## src/rtl/nptk_pkg.sv

```systemverilog
// ----------------------------------------------------------------------------
// nptk_pkg
// shared types and constants of the note priority tracker
// ----------------------------------------------------------------------------
package nptk_pkg;

  localparam int NOTE_W        = 6;
  localparam int CUR_W         = 7;
  localparam int SOLO_KEY_BITS = 18;
  localparam int QUEUE_DEPTH   = 2;
  localparam int QPTR_W        = 1;

  localparam logic [1:0] ACT_SCAN      = 2'd0;
  localparam logic [1:0] ACT_KILL      = 2'd1;
  localparam logic [1:0] ACT_NO_ATTACK = 2'd2;

  typedef enum logic [2:0] {
    ST_IDLE     = 3'd0,
    ST_PRESSED  = 3'd1,
    ST_HELD     = 3'd2,
    ST_RELEASED = 3'd3,
    ST_STILL    = 3'd4
  } note_state_t;

  typedef enum logic [1:0] {
    OP_SCAN,
    OP_KILL,
    OP_NO_ATTACK,
    OP_NONE
  } op_t;

  typedef enum logic [3:0] {
    PH_IDLE,
    PH_CHORD,
    PH_SOLO_KEYS,
    PH_SOLO_SCAN,
    PH_SOLO_OCT,
    PH_SOLO_RESOLVE,
    PH_KILL,
    PH_NO_ATTACK,
    PH_HANDOFF
  } phase_t;

  typedef struct packed {
    logic [CUR_W-1:0]  cur_note;
    note_state_t       cur_state;
    logic [NOTE_W-1:0] prior_note;
    note_state_t       prev_state;
    logic              any_down;
    logic              any_pressed;
    logic              legato;
  } summary_t;

endpackage

```

## src/rtl/nptk_front.sv

```systemverilog
// ----------------------------------------------------------------------------
// nptk_front
// request intake: decodes the action and queues requests for the executor
// ----------------------------------------------------------------------------
module nptk_front #(
  parameter int NUM_NOTES = 33
) (
  input  logic                 clk,
  input  logic                 rst,
  input  logic                 push,
  output logic                 full,
  input  logic [1:0]           action,
  input  logic [NUM_NOTES-1:0] keys_down,
  input  logic                 octave_changed,
  output logic                 q_valid,
  input  logic                 q_pop,
  output nptk_pkg::op_t        q_op,
  output logic [NUM_NOTES-1:0] q_keys,
  output logic                 q_octave
);

  nptk_pkg::op_t        op_mem     [nptk_pkg::QUEUE_DEPTH];
  logic [NUM_NOTES-1:0] keys_mem   [nptk_pkg::QUEUE_DEPTH];
  logic                 octave_mem [nptk_pkg::QUEUE_DEPTH];

  logic [nptk_pkg::QPTR_W-1:0] wr_ptr;
  logic [nptk_pkg::QPTR_W-1:0] rd_ptr;
  logic [nptk_pkg::QPTR_W:0]   count;
  nptk_pkg::op_t               op_dec;
  logic                        do_push;
  logic                        do_pop;

  always_comb begin
    case (action)
      nptk_pkg::ACT_SCAN:      op_dec = nptk_pkg::OP_SCAN;
      nptk_pkg::ACT_KILL:      op_dec = nptk_pkg::OP_KILL;
      nptk_pkg::ACT_NO_ATTACK: op_dec = nptk_pkg::OP_NO_ATTACK;
      default:                 op_dec = nptk_pkg::OP_NONE;
    endcase
  end

  assign full    = (count == (nptk_pkg::QPTR_W + 1)'(nptk_pkg::QUEUE_DEPTH));
  assign q_valid = (count != '0);
  assign do_push = push && !full;
  assign do_pop  = q_pop && q_valid;

  assign q_op     = op_mem[rd_ptr];
  assign q_keys   = keys_mem[rd_ptr];
  assign q_octave = octave_mem[rd_ptr];

  always_ff @(posedge clk) begin
    if (rst) begin
      wr_ptr <= '0;
      rd_ptr <= '0;
      count  <= '0;
    end else begin
      if (do_push) begin
        wr_ptr <= wr_ptr + 1'b1;
      end
      if (do_pop) begin
        rd_ptr <= rd_ptr + 1'b1;
      end
      if (do_push && !do_pop) begin
        count <= count + 1'b1;
      end else if (do_pop && !do_push) begin
        count <= count - 1'b1;
      end
    end
  end

  always_ff @(posedge clk) begin
    if (do_push) begin
      op_mem[wr_ptr]     <= op_dec;
      keys_mem[wr_ptr]   <= keys_down;
      octave_mem[wr_ptr] <= octave_changed;
    end
  end

endmodule

```

## src/rtl/nptk_exec.sv

```systemverilog
// ----------------------------------------------------------------------------
// nptk_exec
// note state row and the sequencer that applies one request over a few steps
// ----------------------------------------------------------------------------
module nptk_exec #(
  parameter int NUM_NOTES = 33
) (
  input  logic                  clk,
  input  logic                  rst,
  input  logic                  cfg_we,
  input  logic                  cfg_wdata,
  input  logic                  q_valid,
  output logic                  q_pop,
  input  nptk_pkg::op_t         q_op,
  input  logic [NUM_NOTES-1:0]  q_keys,
  input  logic                  q_octave,
  output logic                  snap_valid,
  input  logic                  snap_ready,
  output nptk_pkg::note_state_t snap_states [NUM_NOTES],
  output nptk_pkg::summary_t    snap_sum
);

  localparam logic [NUM_NOTES-1:0] SOLO_MASK =
    NUM_NOTES'((64'd1 << nptk_pkg::SOLO_KEY_BITS) - 64'd1);
  localparam logic [NUM_NOTES-1:0] ONE = NUM_NOTES'(1);

  function automatic logic [nptk_pkg::NOTE_W-1:0] lowest_set(
    input logic [NUM_NOTES-1:0] v
  );
    logic [nptk_pkg::NOTE_W-1:0] r;
    r = '0;
    for (int i = NUM_NOTES - 1; i >= 0; i--) begin
      if (v[i]) r = nptk_pkg::NOTE_W'(i);
    end
    return r;
  endfunction

  function automatic logic [nptk_pkg::NOTE_W-1:0] highest_set(
    input logic [NUM_NOTES-1:0] v
  );
    logic [nptk_pkg::NOTE_W-1:0] r;
    r = '0;
    for (int i = 0; i < NUM_NOTES; i++) begin
      if (v[i]) r = nptk_pkg::NOTE_W'(i);
    end
    return r;
  endfunction

  nptk_pkg::phase_t      phase;
  nptk_pkg::phase_t      phase_next;
  nptk_pkg::note_state_t states      [NUM_NOTES];
  nptk_pkg::note_state_t states_next [NUM_NOTES];

  logic                        poly_on;
  logic [NUM_NOTES-1:0]        keys_now;
  logic [NUM_NOTES-1:0]        keys_before;
  logic [nptk_pkg::NOTE_W-1:0] last_note;
  nptk_pkg::note_state_t       last_note_state;

  logic [NUM_NOTES-1:0]        keys_r;
  logic                        octave_r;
  logic                        pressed_valid;
  logic [nptk_pkg::NOTE_W-1:0] pressed_idx;
  logic                        held_valid;
  logic [nptk_pkg::NOTE_W-1:0] held_idx;
  logic                        released_any;

  logic [NUM_NOTES-1:0]        ph_vec;
  logic [NUM_NOTES-1:0]        p_vec;
  logic [NUM_NOTES-1:0]        cur_oh;
  logic                        cur_valid;
  logic [nptk_pkg::NOTE_W-1:0] cur_idx;
  nptk_pkg::note_state_t       cur_state;
  nptk_pkg::note_state_t       last_sel_state;
  nptk_pkg::note_state_t       cs;

  logic [NUM_NOTES-1:0]        new_vec;
  logic [NUM_NOTES-1:0]        new_oh;
  logic [NUM_NOTES-1:0]        below;
  logic [NUM_NOTES-1:0]        hold_vec;
  logic [NUM_NOTES-1:0]        rel_vec;

  logic                        res_apply;
  logic                        tgt_valid;
  logic [nptk_pkg::NOTE_W-1:0] tgt_idx;
  nptk_pkg::note_state_t       tgt_state;
  logic                        mode_flip;

  // per-note flags of the current state row
  always_comb begin
    for (int i = 0; i < NUM_NOTES; i++) begin
      p_vec[i]  = (states[i] == nptk_pkg::ST_PRESSED);
      ph_vec[i] = (states[i] == nptk_pkg::ST_PRESSED) || (states[i] == nptk_pkg::ST_HELD);
    end
  end

  // current note: lowest pressed or held
  assign cur_oh    = ph_vec & (~ph_vec + ONE);
  assign cur_valid = |ph_vec;
  assign cur_idx   = lowest_set(ph_vec);
  assign cur_state = (|(p_vec & cur_oh)) ? nptk_pkg::ST_PRESSED : nptk_pkg::ST_HELD;

  always_comb begin
    last_sel_state = nptk_pkg::ST_IDLE;
    for (int i = 0; i < NUM_NOTES; i++) begin
      if (nptk_pkg::NOTE_W'(i) == last_note) last_sel_state = states[i];
    end
  end

  assign cs = cur_valid ? cur_state : last_sel_state;

  // solo scan: only notes below the first new press are touched (all without one)
  assign new_vec  = ~keys_before & keys_now;
  assign new_oh   = new_vec & (~new_vec + ONE);
  assign below    = new_oh - ONE;
  assign hold_vec = keys_before & keys_now & below;
  assign rel_vec  = keys_before & ~keys_now & below;

  // solo resolve: which note keeps the voice
  always_comb begin
    res_apply = 1'b1;
    tgt_valid = 1'b1;
    tgt_idx   = pressed_idx;
    tgt_state = nptk_pkg::ST_PRESSED;
    if (pressed_valid) begin
      tgt_idx   = pressed_idx;
    end else if (held_valid && !released_any) begin
      tgt_valid = cur_valid;
      tgt_idx   = cur_idx;
      tgt_state = nptk_pkg::ST_HELD;
    end else if (held_valid) begin
      tgt_idx   = held_idx;
      tgt_state = (held_idx == last_note) ? nptk_pkg::ST_HELD : nptk_pkg::ST_PRESSED;
    end else begin
      res_apply = 1'b0;
    end
  end

  assign mode_flip = cfg_we && (cfg_wdata != poly_on);

  // next value of every note cell
  always_comb begin
    for (int i = 0; i < NUM_NOTES; i++) begin
      states_next[i] = states[i];
      case (phase)
        nptk_pkg::PH_CHORD: begin
          if (states[i] == nptk_pkg::ST_RELEASED) begin
            states_next[i] = nptk_pkg::ST_STILL;
          end else if (keys_now[i] && keys_r[i]) begin
            states_next[i] = nptk_pkg::ST_HELD;
          end else if (!keys_now[i] && keys_r[i]) begin
            states_next[i] = nptk_pkg::ST_PRESSED;
          end else if (keys_now[i] && !keys_r[i]) begin
            states_next[i] = nptk_pkg::ST_RELEASED;
          end
        end
        nptk_pkg::PH_SOLO_SCAN: begin
          if (rel_vec[i]) begin
            states_next[i] = nptk_pkg::ST_RELEASED;
          end else if (below[i] && !keys_before[i] && !keys_now[i]) begin
            states_next[i] = nptk_pkg::ST_STILL;
          end
        end
        nptk_pkg::PH_SOLO_RESOLVE: begin
          if (res_apply) begin
            if (tgt_valid && (nptk_pkg::NOTE_W'(i) == tgt_idx)) begin
              states_next[i] = tgt_state;
            end else if (states[i] != nptk_pkg::ST_RELEASED) begin
              states_next[i] = nptk_pkg::ST_IDLE;
            end
          end
        end
        nptk_pkg::PH_KILL: begin
          states_next[i] = nptk_pkg::ST_IDLE;
        end
        nptk_pkg::PH_NO_ATTACK: begin
          if (cur_oh[i] && p_vec[i]) states_next[i] = nptk_pkg::ST_HELD;
        end
        default: begin
        end
      endcase
      if (mode_flip) states_next[i] = nptk_pkg::ST_IDLE;
    end
  end

  // sequencer
  always_ff @(posedge clk) begin
    if (rst) begin
      phase <= nptk_pkg::PH_IDLE;
    end else begin
      phase <= phase_next;
    end
  end

  always_comb begin
    phase_next = phase;
    q_pop      = 1'b0;
    snap_valid = 1'b0;
    case (phase)
      nptk_pkg::PH_IDLE: begin
        if (q_valid) begin
          q_pop = 1'b1;
          case (q_op)
            nptk_pkg::OP_SCAN:
              phase_next = poly_on ? nptk_pkg::PH_CHORD : nptk_pkg::PH_SOLO_KEYS;
            nptk_pkg::OP_KILL:      phase_next = nptk_pkg::PH_KILL;
            nptk_pkg::OP_NO_ATTACK: phase_next = nptk_pkg::PH_NO_ATTACK;
            default:                phase_next = nptk_pkg::PH_HANDOFF;
          endcase
        end
      end
      nptk_pkg::PH_CHORD:        phase_next = nptk_pkg::PH_HANDOFF;
      nptk_pkg::PH_SOLO_KEYS:    phase_next = nptk_pkg::PH_SOLO_SCAN;
      nptk_pkg::PH_SOLO_SCAN:    phase_next = nptk_pkg::PH_SOLO_OCT;
      nptk_pkg::PH_SOLO_OCT:     phase_next = nptk_pkg::PH_SOLO_RESOLVE;
      nptk_pkg::PH_SOLO_RESOLVE: phase_next = nptk_pkg::PH_HANDOFF;
      nptk_pkg::PH_KILL:         phase_next = nptk_pkg::PH_HANDOFF;
      nptk_pkg::PH_NO_ATTACK:    phase_next = nptk_pkg::PH_HANDOFF;
      nptk_pkg::PH_HANDOFF: begin
        snap_valid = 1'b1;
        if (snap_ready) phase_next = nptk_pkg::PH_IDLE;
      end
      default: phase_next = nptk_pkg::PH_IDLE;
    endcase
  end

  // architectural state
  always_ff @(posedge clk) begin
    if (rst) begin
      poly_on         <= 1'b0;
      keys_now        <= '0;
      keys_before     <= '0;
      last_note       <= '0;
      last_note_state <= nptk_pkg::ST_IDLE;
      for (int i = 0; i < NUM_NOTES; i++) begin
        states[i] <= nptk_pkg::ST_IDLE;
      end
    end else begin
      for (int i = 0; i < NUM_NOTES; i++) begin
        states[i] <= states_next[i];
      end
      case (phase)
        nptk_pkg::PH_CHORD: begin
          keys_before <= keys_now;
          keys_now    <= keys_r;
        end
        nptk_pkg::PH_SOLO_KEYS: begin
          keys_before <= keys_now;
          keys_now    <= (keys_r & SOLO_MASK) | (keys_now & ~SOLO_MASK);
          if (cur_valid) last_note <= cur_idx;
          last_note_state <= cs;
        end
        nptk_pkg::PH_KILL: begin
          if (!poly_on) last_note_state <= states[NUM_NOTES-1];
        end
        default: begin
        end
      endcase
      if (mode_flip) begin
        poly_on <= cfg_wdata;
        if (!cfg_wdata) last_note_state <= states[NUM_NOTES-1];
      end
    end
  end

  // per-request working registers
  always_ff @(posedge clk) begin
    case (phase)
      nptk_pkg::PH_IDLE: begin
        keys_r   <= q_keys;
        octave_r <= q_octave;
      end
      nptk_pkg::PH_SOLO_SCAN: begin
        pressed_valid <= |new_vec;
        pressed_idx   <= lowest_set(new_vec);
        held_valid    <= |hold_vec;
        held_idx      <= highest_set(hold_vec);
        released_any  <= |rel_vec;
      end
      nptk_pkg::PH_SOLO_OCT: begin
        // octave change re-triggers the sounding note
        if (octave_r && cur_valid) begin
          pressed_valid <= 1'b1;
          pressed_idx   <= cur_idx;
          held_valid    <= 1'b0;
        end
      end
      default: begin
      end
    endcase
  end

  assign snap_states = states;

  always_comb begin
    snap_sum.cur_note    = cur_valid ? {1'b0, cur_idx} : '1;
    snap_sum.cur_state   = cs;
    snap_sum.prior_note  = last_note;
    snap_sum.prev_state  = last_note_state;
    snap_sum.any_down    = cur_valid;
    snap_sum.any_pressed = |p_vec;
    snap_sum.legato      = (last_note_state == nptk_pkg::ST_HELD) &&
                           (cs == nptk_pkg::ST_PRESSED);
  end

endmodule

```

## src/rtl/nptk_emit.sv

```systemverilog
// ----------------------------------------------------------------------------
// nptk_emit
// snapshot of a frame, sent one note per cycle to an output register when free
// ----------------------------------------------------------------------------
module nptk_emit #(
  parameter int NUM_NOTES = 33
) (
  input  logic                                clk,
  input  logic                                rst,
  input  logic                                snap_valid,
  output logic                                snap_ready,
  input  nptk_pkg::note_state_t               snap_states [NUM_NOTES],
  input  nptk_pkg::summary_t                  snap_sum,
  output logic                                empty,
  input  logic                                pop,
  output logic [nptk_pkg::NOTE_W-1:0]         note_index,
  output logic [2:0]                          note_state,
  output logic                                last_of_run,
  output logic signed [nptk_pkg::CUR_W-1:0]   current_note,
  output logic [2:0]                          current_state,
  output logic [nptk_pkg::NOTE_W-1:0]         previous_note,
  output logic [2:0]                          previous_state,
  output logic                                any_down,
  output logic                                any_pressed,
  output logic                                legato
);

  localparam logic [nptk_pkg::NOTE_W-1:0] LAST_IDX = nptk_pkg::NOTE_W'(NUM_NOTES - 1);

  nptk_pkg::note_state_t       shadow [NUM_NOTES];
  nptk_pkg::summary_t          sum_r;
  nptk_pkg::summary_t          out_sum;
  nptk_pkg::note_state_t       out_state;
  logic [nptk_pkg::NOTE_W-1:0] k;
  logic                        busy;
  logic                        out_valid;
  logic                        slot_free;
  logic                        send;

  assign slot_free  = !out_valid || pop;
  assign send       = busy && slot_free;
  assign snap_ready = !busy;
  assign empty      = !out_valid;

  always_ff @(posedge clk) begin
    if (rst) begin
      busy      <= 1'b0;
      out_valid <= 1'b0;
      k         <= '0;
    end else begin
      if (snap_valid && !busy) begin
        busy <= 1'b1;
        k    <= '0;
      end else if (send) begin
        k <= k + 1'b1;
        if (k == LAST_IDX) busy <= 1'b0;
      end
      if (send) begin
        out_valid <= 1'b1;
      end else if (pop) begin
        out_valid <= 1'b0;
      end
    end
  end

  always_ff @(posedge clk) begin
    if (snap_valid && !busy) begin
      sum_r <= snap_sum;
      for (int i = 0; i < NUM_NOTES; i++) begin
        shadow[i] <= snap_states[i];
      end
    end else if (send) begin
      for (int i = 0; i < NUM_NOTES - 1; i++) begin
        shadow[i] <= shadow[i+1];
      end
      shadow[NUM_NOTES-1] <= nptk_pkg::ST_IDLE;
    end
    if (send) begin
      note_index  <= k;
      out_state   <= shadow[0];
      last_of_run <= (k == LAST_IDX);
      out_sum     <= sum_r;
    end
  end

  assign note_state     = out_state;
  assign current_note   = out_sum.cur_note;
  assign current_state  = out_sum.cur_state;
  assign previous_note  = out_sum.prior_note;
  assign previous_state = out_sum.prev_state;
  assign any_down       = out_sum.any_down;
  assign any_pressed    = out_sum.any_pressed;
  assign legato         = out_sum.legato;

endmodule

```

## src/rtl/note_priority_tracker.sv

```systemverilog
// ----------------------------------------------------------------------------
// note_priority_tracker
// per-note keyboard state tracker with chord and solo voice priority
// ----------------------------------------------------------------------------
//
//  channel   handshake            payload
//  -------   ------------------   ---------------------------------------------
//  request   push / full          action, keys_down, octave_changed
//  result    empty / pop          note_index, note_state, last_of_run,
//                                 current_note, current_state, previous_note,
//                                 previous_state, any_down, any_pressed, legato
//  config    cfg_we               cfg_wdata (chord mode)
//
//  one request gives NUM_NOTES results, one per note in index order
//  request path: a fetch, 0 to 4 update steps, then a snapshot handoff
//  the result serializer sets the pace when results are popped at once;
//  the next update overlaps that drain
//  rst (synchronous) clears queue, note states, key bitmaps and mode to solo
//  a stalled result holds; two requests can wait in the intake queue
//
module note_priority_tracker #(
  parameter int NUM_NOTES = 33
) (
  input  logic                              clk,
  input  logic                              rst,
  // request side
  input  logic                              push,
  output logic                              full,
  input  logic [1:0]                        action,
  input  logic [NUM_NOTES-1:0]              keys_down,
  input  logic                              octave_changed,
  // configuration
  input  logic                              cfg_we,
  input  logic                              cfg_wdata,
  // result side
  output logic                              empty,
  input  logic                              pop,
  output logic [nptk_pkg::NOTE_W-1:0]       note_index,
  output logic [2:0]                        note_state,
  output logic                              last_of_run,
  output logic signed [nptk_pkg::CUR_W-1:0] current_note,
  output logic [2:0]                        current_state,
  output logic [nptk_pkg::NOTE_W-1:0]       previous_note,
  output logic [2:0]                        previous_state,
  output logic                              any_down,
  output logic                              any_pressed,
  output logic                              legato
);

  // intake queue to executor
  logic                 q_valid;
  logic                 q_pop;
  nptk_pkg::op_t        q_op;
  logic [NUM_NOTES-1:0] q_keys;
  logic                 q_octave;

  // executor to serializer: full note row plus frame summary
  logic                  snap_valid;
  logic                  snap_ready;
  nptk_pkg::note_state_t snap_states [NUM_NOTES];
  nptk_pkg::summary_t    snap_sum;

  // front: takes requests and decodes the action code
  nptk_front #(
    .NUM_NOTES (NUM_NOTES)
  ) u_front (
    .clk            (clk),
    .rst            (rst),
    .push           (push),
    .full           (full),
    .action         (action),
    .keys_down      (keys_down),
    .octave_changed (octave_changed),
    .q_valid        (q_valid),
    .q_pop          (q_pop),
    .q_op           (q_op),
    .q_keys         (q_keys),
    .q_octave       (q_octave)
  );

  // back: holds the note states and walks a request through its steps;
  // a mode change on the config port kills all notes right away
  nptk_exec #(
    .NUM_NOTES (NUM_NOTES)
  ) u_exec (
    .clk         (clk),
    .rst         (rst),
    .cfg_we      (cfg_we),
    .cfg_wdata   (cfg_wdata),
    .q_valid     (q_valid),
    .q_pop       (q_pop),
    .q_op        (q_op),
    .q_keys      (q_keys),
    .q_octave    (q_octave),
    .snap_valid  (snap_valid),
    .snap_ready  (snap_ready),
    .snap_states (snap_states),
    .snap_sum    (snap_sum)
  );

  // serializer: one note per cycle into the result register when it is free
  nptk_emit #(
    .NUM_NOTES (NUM_NOTES)
  ) u_emit (
    .clk            (clk),
    .rst            (rst),
    .snap_valid     (snap_valid),
    .snap_ready     (snap_ready),
    .snap_states    (snap_states),
    .snap_sum       (snap_sum),
    .empty          (empty),
    .pop            (pop),
    .note_index     (note_index),
    .note_state     (note_state),
    .last_of_run    (last_of_run),
    .current_note   (current_note),
    .current_state  (current_state),
    .previous_note  (previous_note),
    .previous_state (previous_state),
    .any_down       (any_down),
    .any_pressed    (any_pressed),
    .legato         (legato)
  );

endmodule

```

## config.mk

```make
export PLATFORM = sky130hd
export DESIGN_NAME = note_priority_tracker
export DESIGN_NICKNAME = d
export VERILOG_FILES = /design/src/rtl/nptk_pkg.sv /design/src/rtl/nptk_front.sv /design/src/rtl/nptk_exec.sv /design/src/rtl/nptk_emit.sv /design/src/rtl/note_priority_tracker.sv
export SDC_FILE = /design/constraint.sdc
export NUM_CORES = 1
export LEC_CHECK = 0
export ABC_AREA = 0
export ABC_CLOCK_PERIOD_IN_PS = 24000
export BUFFER_PORTS_ARGS = -buffer_cell sky130_fd_sc_hd__buf_2
export CAP_MARGIN = 20
export CORE_MARGIN = 3
export CORE_UTILIZATION = 70
export CTS_BUF_LIST = sky130_fd_sc_hd__clkbuf_4 sky130_fd_sc_hd__clkbuf_8
export CTS_CLUSTER_DIAMETER = 60
export DETAILED_ROUTE_END_ITERATION = 6
export PLACE_DENSITY = 0.92
export SLEW_MARGIN = 5
export SYNTH_ARGS = -nofsm -noshare
export SYNTH_HDL_FRONTEND = slang
export SYNTH_SLANG_ARGS = --single-unit
```

## constraint.sdc

```tcl
create_clock -name clk -period 24 [get_ports clk]
set_input_delay 4.8 -clock clk [delete_from_list [all_inputs] [get_ports clk]]
set_output_delay 4.8 -clock clk [all_outputs]
set_load 0.01 [all_outputs]
```

# After elaboration in Yosys (flattened, before gate mapping)
# Memory sizes are Yosys's and may differ from the RTL's. A register that Yosys moved wholly into a read port is not among the register bits.
# Index checks and enable logic that the tools add are counted.
# word_totals
wordCells,1492
in_bits,42
memories,4
out_inout_bits,34
reg_bits,257
ramBits,171
# mem_list
memory,depth,width,rd,rd_clocked_by_memory_dff,wr,line,text
u_emit.shadow,33,3,33,1,33,nptk_emit.sv:30,nptk_pkg::note_state_t shadow [NUM_NOTES];
u_front.keys_mem,2,33,1,1,1,nptk_front.sv:23,logic [NUM_NOTES-1:0] keys_mem [nptk_pkg::QUEUE_DEPTH];
u_front.op_mem,2,2,1,1,1,nptk_front.sv:22,nptk_pkg::op_t op_mem [nptk_pkg::QUEUE_DEPTH];
u_front.octave_mem,2,1,1,1,1,nptk_front.sv:24,logic octave_mem [nptk_pkg::QUEUE_DEPTH];
# op_classes
reduce_logical,440
bitwise_logic,46
muxes,577
n_eq_ne,350
n_addsub,8
# ops
op,n
$mux W3,407
$pmux W3 S5,33
$mux W6,70
$and A33 B33 Y33,8
$logic_and A1 B1 Y1,241
$eq A3 B2 Y1 const B,67
$ne A3 B1 Y1 const B,66
$reduce_and A6 Y1,33
$reduce_or A33 Y1,6
$eq A5 B6 Y1 const A,32
$ne A5 B1 Y1 const B,33
$not A33 Y33,4
$logic_not A1 Y1,105
$eq A3 B1 Y1 const B,34
$ne A3 B2 Y1 const B,33
$eq A4 B6 Y1 const A,16
$mux W5,16
$ne A2 B1 Y1 const B,35
$add A33 B1 Y33 const B,2
$pmux W33 S2,1
$eq A3 B6 Y1 const A,8
$mux W4,10
$logic_or A1 B1 Y1,34
$or A1 B1 Y1,33
36 further kinds,94

# Depth between registers and ports, before layout
# Gate-level depths: netlist (run 1).
# logic_depth
depth_word,42
depth_mapped,13
mapped_depth_nobuf,10

# Hierarchy
# Synthesis (run 1) repeated with hierarchy kept, for this count alone.
# hier_totals
hier_cells,2868
area_unflattened_um2,27162.3
# by_module_without_submodules
module,instances,cells_per_inst,seq_area_each_um2,area_per_inst_um2
nptk_exec,1,2415,5054.8,18097.4
nptk_emit,1,314,4754.6,6242.2
nptk_front,1,139,2262.2,2822.7

# Least setup slack after synthesis (run 1)
# No wires, ideal clock.
# synth_path
path_type,input -> register
from,input port pop
to,memory u_emit.shadow[0][0] (netlist name) (enable)
required_ns,22.531
setup_time_ns,1.469
cell_stages,4
slack_ns,14.117
t_arrival_ns,8.414
path_buffers,1
cell_sequence,nand2b_1 nand2_1 clkbuf_1 o21ai_0
# synth_lines
element,line,text
"start, declared",note_priority_tracker.sv:37,"input logic pop,"
"end, declared",nptk_emit.sv:30,

# Worst setup path after layout (run 1)
# layout_path
from,input port pop
to,register u_emit.k[5] (netlist name)
# layout_between
elab_chain_len,2
# layout_rtl
element,line,text
$logic_or A1 B1 Y1,nptk_emit.sv:40,assign slot_free = !out_valid || pop;
$logic_and A1 B1 Y1,nptk_emit.sv:41,assign send = busy && slot_free;
"end signal, assigned",nptk_emit.sv:55,k <= k + 1'b1;
"end, declared",nptk_emit.sv:34,logic [nptk_pkg::NOTE_W-1:0] k;
# Every way passes these cells.
# A chain may end at the register's enable or synchronous reset.

==> flow_metrics.env, run 1 <==
export IMPL_track_usage_pct=45.7
export IMPL_worstSetupStartpoint="pop"
export IMPL_min_delay_start="u_emit.sum_r[8]"
export IMPL_synth_top_area_share_pct=32.0
export IMPL_finalCritPeriodShare_pct=29.2
export IMPL_fmax_ghz=0.142
export IMPL_final_nets=2947
export IMPL_stdcell_count=3422
export IMPL_final_core_util_pct=77.5
export IMPL_critPathKind="primary input to register"
export IMPL_syn_area_sq_mm=0.0257
export IMPL_slew_headroom_pct=22.9
export IMPL_layout_min_cycle_time_ns=7.02
export IMPL_start_util_pct=71.7
export IMPL_clockBufferDepth=3
export IMPL_clkTransAtPathRegs_ns=0.06
export IMPL_yosys_cell_types_count=106
export IMPL_placed_area_sq_mm=0.0262
export IMPL_grt_pass1_vias=22800
export IMPL_fin_tns_setup_ns=0
export IMPL_p_leak_uw=0.00991
export IMPL_hold_violations=0
export IMPL_reg2reg_slack_ns=19.52
export IMPL_coreArea_sq_mm=0.0358
export IMPL_violations="design-rule violations"
export IMPL_synth_top_area_cell="edfxtp_1"
export IMPL_seq_area_frac_synth_pct=47.0
export IMPL_first_iter_violations=5077
export IMPL_cts_tree="yes"
export IMPL_fp_row_count=69
export IMPL_wl_per_cell_microns=26.8
export IMPL_synth_area_per_cell_sq_um=8.85
export IMPL_gp_congestion=1.09
export IMPL_cp_max_fo=99
export IMPL_cts_sinks=466
export IMPL_rsz0062_at_grt="false"
export IMPL_dp_cells=3282
export IMPL_ir_drop_mv=0.146
export IMPL_drtAntennaViolNets=0
export IMPL_synth_nets=2948
export IMPL_yosys_warnings=0
export IMPL_via_per_inst=7.29
export IMPL_ctsHoldBuffers=0
export IMPL_num_antenna_cells=0
export IMPL_setup_violations=0
export IMPL_yosys_register_bits=466
export IMPL_worstMarginPinSlew_ns=1.13
export IMPL_setup_worst_path_end_class="register"
export IMPL_final_cell_area_sq_mm=0.0278
export IMPL_power_density_mw_per_mm2=163
export IMPL_antenna_found_initial=0
export IMPL_grt_max_degree=100
export IMPL_yosysMostFrequentCell="nand2_1"
export IMPL_die_area_sq_mm=0.0390
export IMPL_arrival_ns=7.55
export IMPL_dp_hpwl_microns=62900
export IMPL_post_cts_setup_buffers=0
export IMPL_min_path_type="register to register"
export IMPL_io_pins=76
export IMPL_postSynthCellCount=2901
export IMPL_cts_root_buf="clkbuf_8"
export IMPL_min_path_cells=0
export IMPL_start_kind="primary input"
export IMPL_die_y_microns=198
export IMPL_drive_gt1_share_pct=12.1
export IMPL_crit_required_ns=24.53
export IMPL_first_pass_iters=7
export IMPL_clk_latency_ns=0.68
export IMPL_vias=24900
export IMPL_grt_ovfl_total=0
export IMPL_dieWidth_microns=198
export IMPL_ys_flop_type="edfxtp_1"
export IMPL_drv_cap=0
export IMPL_synth_async_reset_ratio_pct=0
export IMPL_wl_microns=91700
export IMPL_cts_resized_gates=0
export IMPL_skew_ns=0.0507
export IMPL_area_growth_pct=8.17
export IMPL_drv_slew=0
export IMPL_power_uw=4530
export IMPL_worstHoldEndpoint="u_emit.previous_note[2]"
export IMPL_drc=23
export IMPL_rr_endpoint="u_exec.snap_states[64]"
export IMPL_synth_area_leaders="edfxtp_1, dfxtp_1, nand2_1, a21oi_1, o21ai_0"
export IMPL_r2r_start="u_exec.snap_states[93]"
export IMPL_outcome="finished, violations left"
export IMPL_portBuffers=75
export IMPL_n_fill_cell=2270
export IMPL_cts_made_buffers=75
export IMPL_grt_pass1_wl_microns=136000
export IMPL_synth_top_cells_by_count="nand2_1, edfxtp_1, a21oi_1"
export IMPL_synth_enable_flop_cells=274
export IMPL_ctsHtreeMaxLevel=3
export IMPL_rr_worst_depth=9
## final cells by class
| cell class | count | area [sq um] | area share, % |
|---|---|---|---|
| well taps | 461 | 577 | 2.08 |
| clock inverters | 26 | 184 | 0.662 |
| flip-flops and latches | 466 | 12100 | 43.5 |
| multi-input cells | 2160 | 12600 | 45.3 |
| clock buffers | 112 | 1350 | 4.87 |
| repair buffers | 109 | 663 | 2.39 |
| inverters | 88 | 333 | 1.20 |
## kinds of logic after synthesis
family	share of synthesized area [%]
AOI/OAI and AO/OA	21.5
adders and majority gates	0.322
DFF	47.0
muxes	3.01
xor gates and xnor gates	1.83
and+or+nand+nor	22.1
buffers and inverters	4.25
## placed cells by master, fill, tap and decap left out, types with 13 or more instances in the layout
master,synthesis,layout
nand2_1,542,540
mux2_2,42,42
a211oi_1,65,65
nor2_1,209,204
nand3_1,78,77
xnor2_1,28,28
and3_1,22,22
buf_4,4,32
and2_1,21,21
o21ai_0,199,198
a32oi_1,18,18
clkbuf_8,0,82
inv_1,87,86
nor4_1,19,18
nand2b_1,64,64
nor2b_1,42,42
nand3b_1,15,15
xor2_1,20,20
o211ai_1,13,13
nor3_1,59,58
clkbuf_4,0,30
mux2i_1,21,21
o22ai_1,43,43
edfxtp_1,274,274
dfxtp_1,192,190
o31ai_1,16,16
a31oi_1,68,68
buf_2,22,75
a21oi_1,218,217
or3_1,13,13
nor3b_1,22,22
a221oi_1,26,26
nand4_1,15,15
## flip-flops by register name (all words and copies together), names as in the netlist, 2 cells and up, named ones only
| register | flops |
|---|---|
| u_exec.pressed_idx | 6 |
| u_front.count | 2 |
| u_exec.snap_states | 99 |
| u_exec.last_note_state | 3 |
| u_emit.shadow | 99 |
| u_exec.keys_before | 33 |
| u_exec.phase | 4 |
| u_emit.note_index | 6 |
| u_front.keys_mem | 66 |
| u_emit.previous_state | 3 |
| u_front.octave_mem | 2 |
| u_emit.previous_note | 6 |
| u_exec.held_idx | 6 |
| u_emit.note_state | 3 |
| u_front.op_mem | 4 |
| u_exec.keys_now | 33 |
| u_emit.sum_r | 22 |
| u_emit.k | 6 |
| u_exec.keys_r | 33 |
| u_emit.current_note | 7 |
| u_exec.last_note | 6 |
| u_emit.current_state | 3 |
## per-layer routing
metal | part of all wire (%) | global-route usage (%)
met1 | 36 | 62.5
met2 | 41 | 66.2
met3 | 17 | 14.9
met4 | 6.1 | 22.2
met5 | 0 | 0
## worst max-delay path, cell delays in order
cell and delay (ns):
buf_2 0.07, nand2b_1 0.12, nand2_2 0.13, inv_4 0.55
buf_4 0.88, nand4_1 0.28, or2_2 0.38, xor2_1 0.18
nor2_1 0.08
## power by group
part           switching (uW)  leakage [uW]  total [uW]  internal, uW
Sequential                312       0.00414        1480          1170
Clock                     330      0.000826         715           385
Combinational            1650       0.00495        2330           684
Total                    2290       0.00991        4530          2240
## through the flow
| stage | setup WS [ns] | hold slack (ns) |
|---|---|---|
| floorplan | 14.12 | 0.400 |
| global placement | 16.56 | 0.403 |
| detailed placement | 16.42 | 0.405 |
| CTS | 17.05 | 0.420 |
| global route | 16.81 | 0.429 |
| finish | 16.98 | 0.417 |
## worst max-delay path by stage
| stage | slack, ns | endpoint |
|---|---|---|
| finish | 16.98 | u_emit.k[5] |
| floorplan | 14.12 | u_emit.shadow[0][0] |
| CTS | 17.05 | u_emit.k[5] |
| global placement | 16.56 | u_emit.k[5] |
| detailed placement | 16.42 | u_emit.k[5] |
| global route | 16.81 | u_emit.k[5] |
Note: power is estimated with default switching activity, not from simulation.
==> run 2: changes to the inputs <==
ABC_AREA = 1   (was 0)
ABC_CLOCK_PERIOD_IN_PS = 6450   (was 24000)
CORE_UTILIZATION = 59   (was 70)
PLACE_DENSITY = 0.83   (was 0.92)
clock period = 6.45 ns   (was 24 ns; I/O delays follow)
==> run 2 against run 1 <==
  * Critical path type is now register to register
  * Total power rose to 2.9 times the previous value
  * Non-clock buffer count shrank 2
  * Count of clock-buffer cells in the layout rose by 3
  * Area after synthesis is essentially flat
  * First-iteration DRC count down 6.4%
  * The flow now finishes without violations
  * Synthesized cell count up 19%
  * Cell area increased by 1.0%
  * Sequential power increased to 3.2 times the previous value
  * Largest power group unchanged
  * Combinational power up 150%
==> flow_metrics.env, run 2 <==
export IMPL_yosys_warnings=0
export IMPL_n_fill_cell=3795
export IMPL_cts_resized_gates=0
export IMPL_critPathKind="register to register"
export IMPL_dp_hpwl_microns=65400
export IMPL_synth_top_area_cell="edfxtp_1"
export IMPL_yosys_cell_types_count=59
export IMPL_drive_gt1_share_pct=8.53
export IMPL_layout_setup_ws_ns=1.15
export IMPL_wl_microns=86200
export IMPL_clk_latency_ns=0.70
export IMPL_first_pass_iters=7
export IMPL_clkTransAtPathRegs_ns=0.06
export IMPL_antenna_found_initial=0
export IMPL_area_growth_pct=9.34
export IMPL_syn_area_sq_mm=0.0257
export IMPL_fmax_ghz=0.189
export IMPL_synth_nets=3503
export IMPL_gp_congestion=1.17
export IMPL_cts_root_buf="clkbuf_8"
export IMPL_yosysMostFrequentCell="nand2_1"
export IMPL_drc=0
export IMPL_die_y_microns=215
export IMPL_power_density_mw_per_mm2=468
export IMPL_coreArea_sq_mm=0.0424
export IMPL_yosys_register_bits=466
export IMPL_track_usage_pct=36.2
export IMPL_skew_ns=0.0428
export IMPL_crit_family="simple AND/OR/NAND/NOR gates"
export IMPL_critical_path_max_stage_delay_ns=0.77
export IMPL_hold_violations=0
export IMPL_portBuffers=75
export IMPL_postSynthCellCount=3456
export IMPL_mostFrequentLayoutCells="nand2_1, nor2_1, inv_1"
export IMPL_arrival_ns=5.92
export IMPL_dp_slack_ns=1.52
export IMPL_worstMarginPinSlew_ns=1.14
export IMPL_setup_worst_path_end_class="register"
export IMPL_ir_drop_mv=0.377
export IMPL_outcome="finished, final reports clean"
export IMPL_synth_top_cells_by_count="nand2_1, nor2_1, inv_1"
export IMPL_switching_share_pct=46.1
export IMPL_ys_flop_type="edfxtp_1"
export IMPL_drv_cap=0
export IMPL_crit_required_ns=7.08
export IMPL_via_per_inst=6.09
export IMPL_min_path_type="register to register"
export IMPL_combPwrFrac_pct=43.7
export IMPL_grt_ovfl_total=0
export IMPL_finalCritPeriodShare_pct=82.1
export IMPL_clockBufferDepth=3
export IMPL_layout_min_cycle_time_ns=5.30
export IMPL_rsz0062_at_grt="false"
export IMPL_clkPwrFrac_pct=20.0
export IMPL_final_nets=3570
export IMPL_die_area_sq_mm=0.0460
export IMPL_synth_async_reset_ratio_pct=0
export IMPL_slowest_stage="nor2_2"
export IMPL_seq_power_share_pct=36.3
export IMPL_setup_violations=0
export IMPL_power_internal_uw=7080
export IMPL_cts_made_buffers=76
export IMPL_first_iter_violations=4754
export IMPL_grt_pass1_wl_microns=128000
export IMPL_fp_row_count=75
export IMPL_ctsHoldBuffers=0
export IMPL_grt_max_degree=121
export IMPL_synth_area_per_cell_sq_um=7.43
export IMPL_ctsHtreeMaxLevel=3
export IMPL_drtAntennaViolNets=0
export IMPL_cts_tree="yes"
export IMPL_synth_top_area_share_pct=32.1
export IMPL_wl_per_cell_microns=20.7
export IMPL_cts_sinks=466
export IMPL_drv_slew=0
export IMPL_start_kind="register"
export IMPL_power_switching_uw=6060
export IMPL_dieWidth_microns=215
export IMPL_seq_area_frac_synth_pct=47.0
export IMPL_io_pins=76
export IMPL_post_cts_setup_buffers=0
export IMPL_p_leak_uw=0.0113
export IMPL_fin_tns_setup_ns=0
export IMPL_start_util_pct=60.5
export IMPL_cp_max_fo=25
export IMPL_synth_area_leaders="edfxtp_1, dfxtp_1, nand2_1, nor2_1, inv_1"
export IMPL_vias=25400
export IMPL_slew_headroom_pct=21.7
export IMPL_grt_pass1_vias=22000
export IMPL_final_common_cell="nand2_1"
export IMPL_critPathBufInv=8
export IMPL_synth_enable_flop_cells=274
## run 2: kinds of logic (layout without fill, tap and decap cells)
kind of cell    count (synthesis)  after routing  share of synthesized area, %
simple gates                 1799           1799                          30.1
compound gates                642            642                          14.0
buf+inv                       541            672                          8.48
flops                         466            466                          47.0
fa+ha+maj                       5              5                         0.244
xor+xnor                        3              3                         0.102
other cells                     0              2                             0
## run 2: power by group through the flow
stage	Sequential (uW)	Combinational, uW	Clock (uW)
2_1_floorplan	4610	3830	0
6_report	4770	5740	2630
3_3_place_gp	4760	5460	0
4_1_cts	4730	5520	2650
5_1_grt	4830	6200	2790
3_5_place_dp	4780	5490	0
## run 2: path summary, 6_finish.rpt
| path | slack, ns | endpoint | from | cells after the start |
|---|---|---|---|---|
| max | 1.15 | u_exec.snap_states[33] | u_exec.snap_states[96] | 25 |
| min | 0.41 | u_emit.note_state[0] | u_emit.shadow[0][0] | 0 |
| max reg2reg | 1.15 | u_exec.snap_states[33] | u_exec.snap_states[96] | 25 |
| min reg2reg | 0.41 | u_emit.note_state[0] | u_emit.shadow[0][0] | 0 |
## run 2: worst register-to-register path: cells and delay by family (launching register included)
family / cells / cell delay, ns
and+or+nand+nor: 15 / 2.91
buffers and inverters: 8 / 1.20
DFF: 1 / 0.31
AOI/OAI and AO/OA: 2 / 0.82
## run 2: metal layers
layer  routed length (microns)  up-vias  GRT usage [%]
met4                      4770        0           17.5
met5                         0        -              0
met3                     13600      289           11.8
li1                          -    11800              -
met1                     35100    11300           53.7
met2                     32700     1949           47.1
## run 2: area by class of cell
type | count | area, sq um | share of cell area [%]
timing repair buffer | 107 | 614 | 2.19
tap | 577 | 722 | 2.57
clock inverter | 27 | 178 | 0.633
inverter | 423 | 1630 | 5.80
multi-input combinational | 2449 | 11500 | 40.9
antenna | 2 | 5.00 | 0.0178
sequential | 466 | 12100 | 43.0
clock buffer | 115 | 1360 | 4.86
## run 2: metrics by stage
stage | hold slack [ns] | instance area [sq um] | utilization [%] | std cells | total power [uW]
2_1_floorplan | 0.400 | 25700 | - | 3456 | 8440
3_3_place_gp | 0.400 | 26500 | 62.5 | 4019 | 10200
3_5_place_dp | 0.405 | 26500 | 62.5 | 4021 | 10300
4_1_cts | 0.413 | 28000 | 66.1 | 4163 | 12900
5_1_grt | 0.424 | 28100 | 66.2 | 4164 | 13800
6_report | 0.415 | 28100 | 66.2 | 4166 | 13100
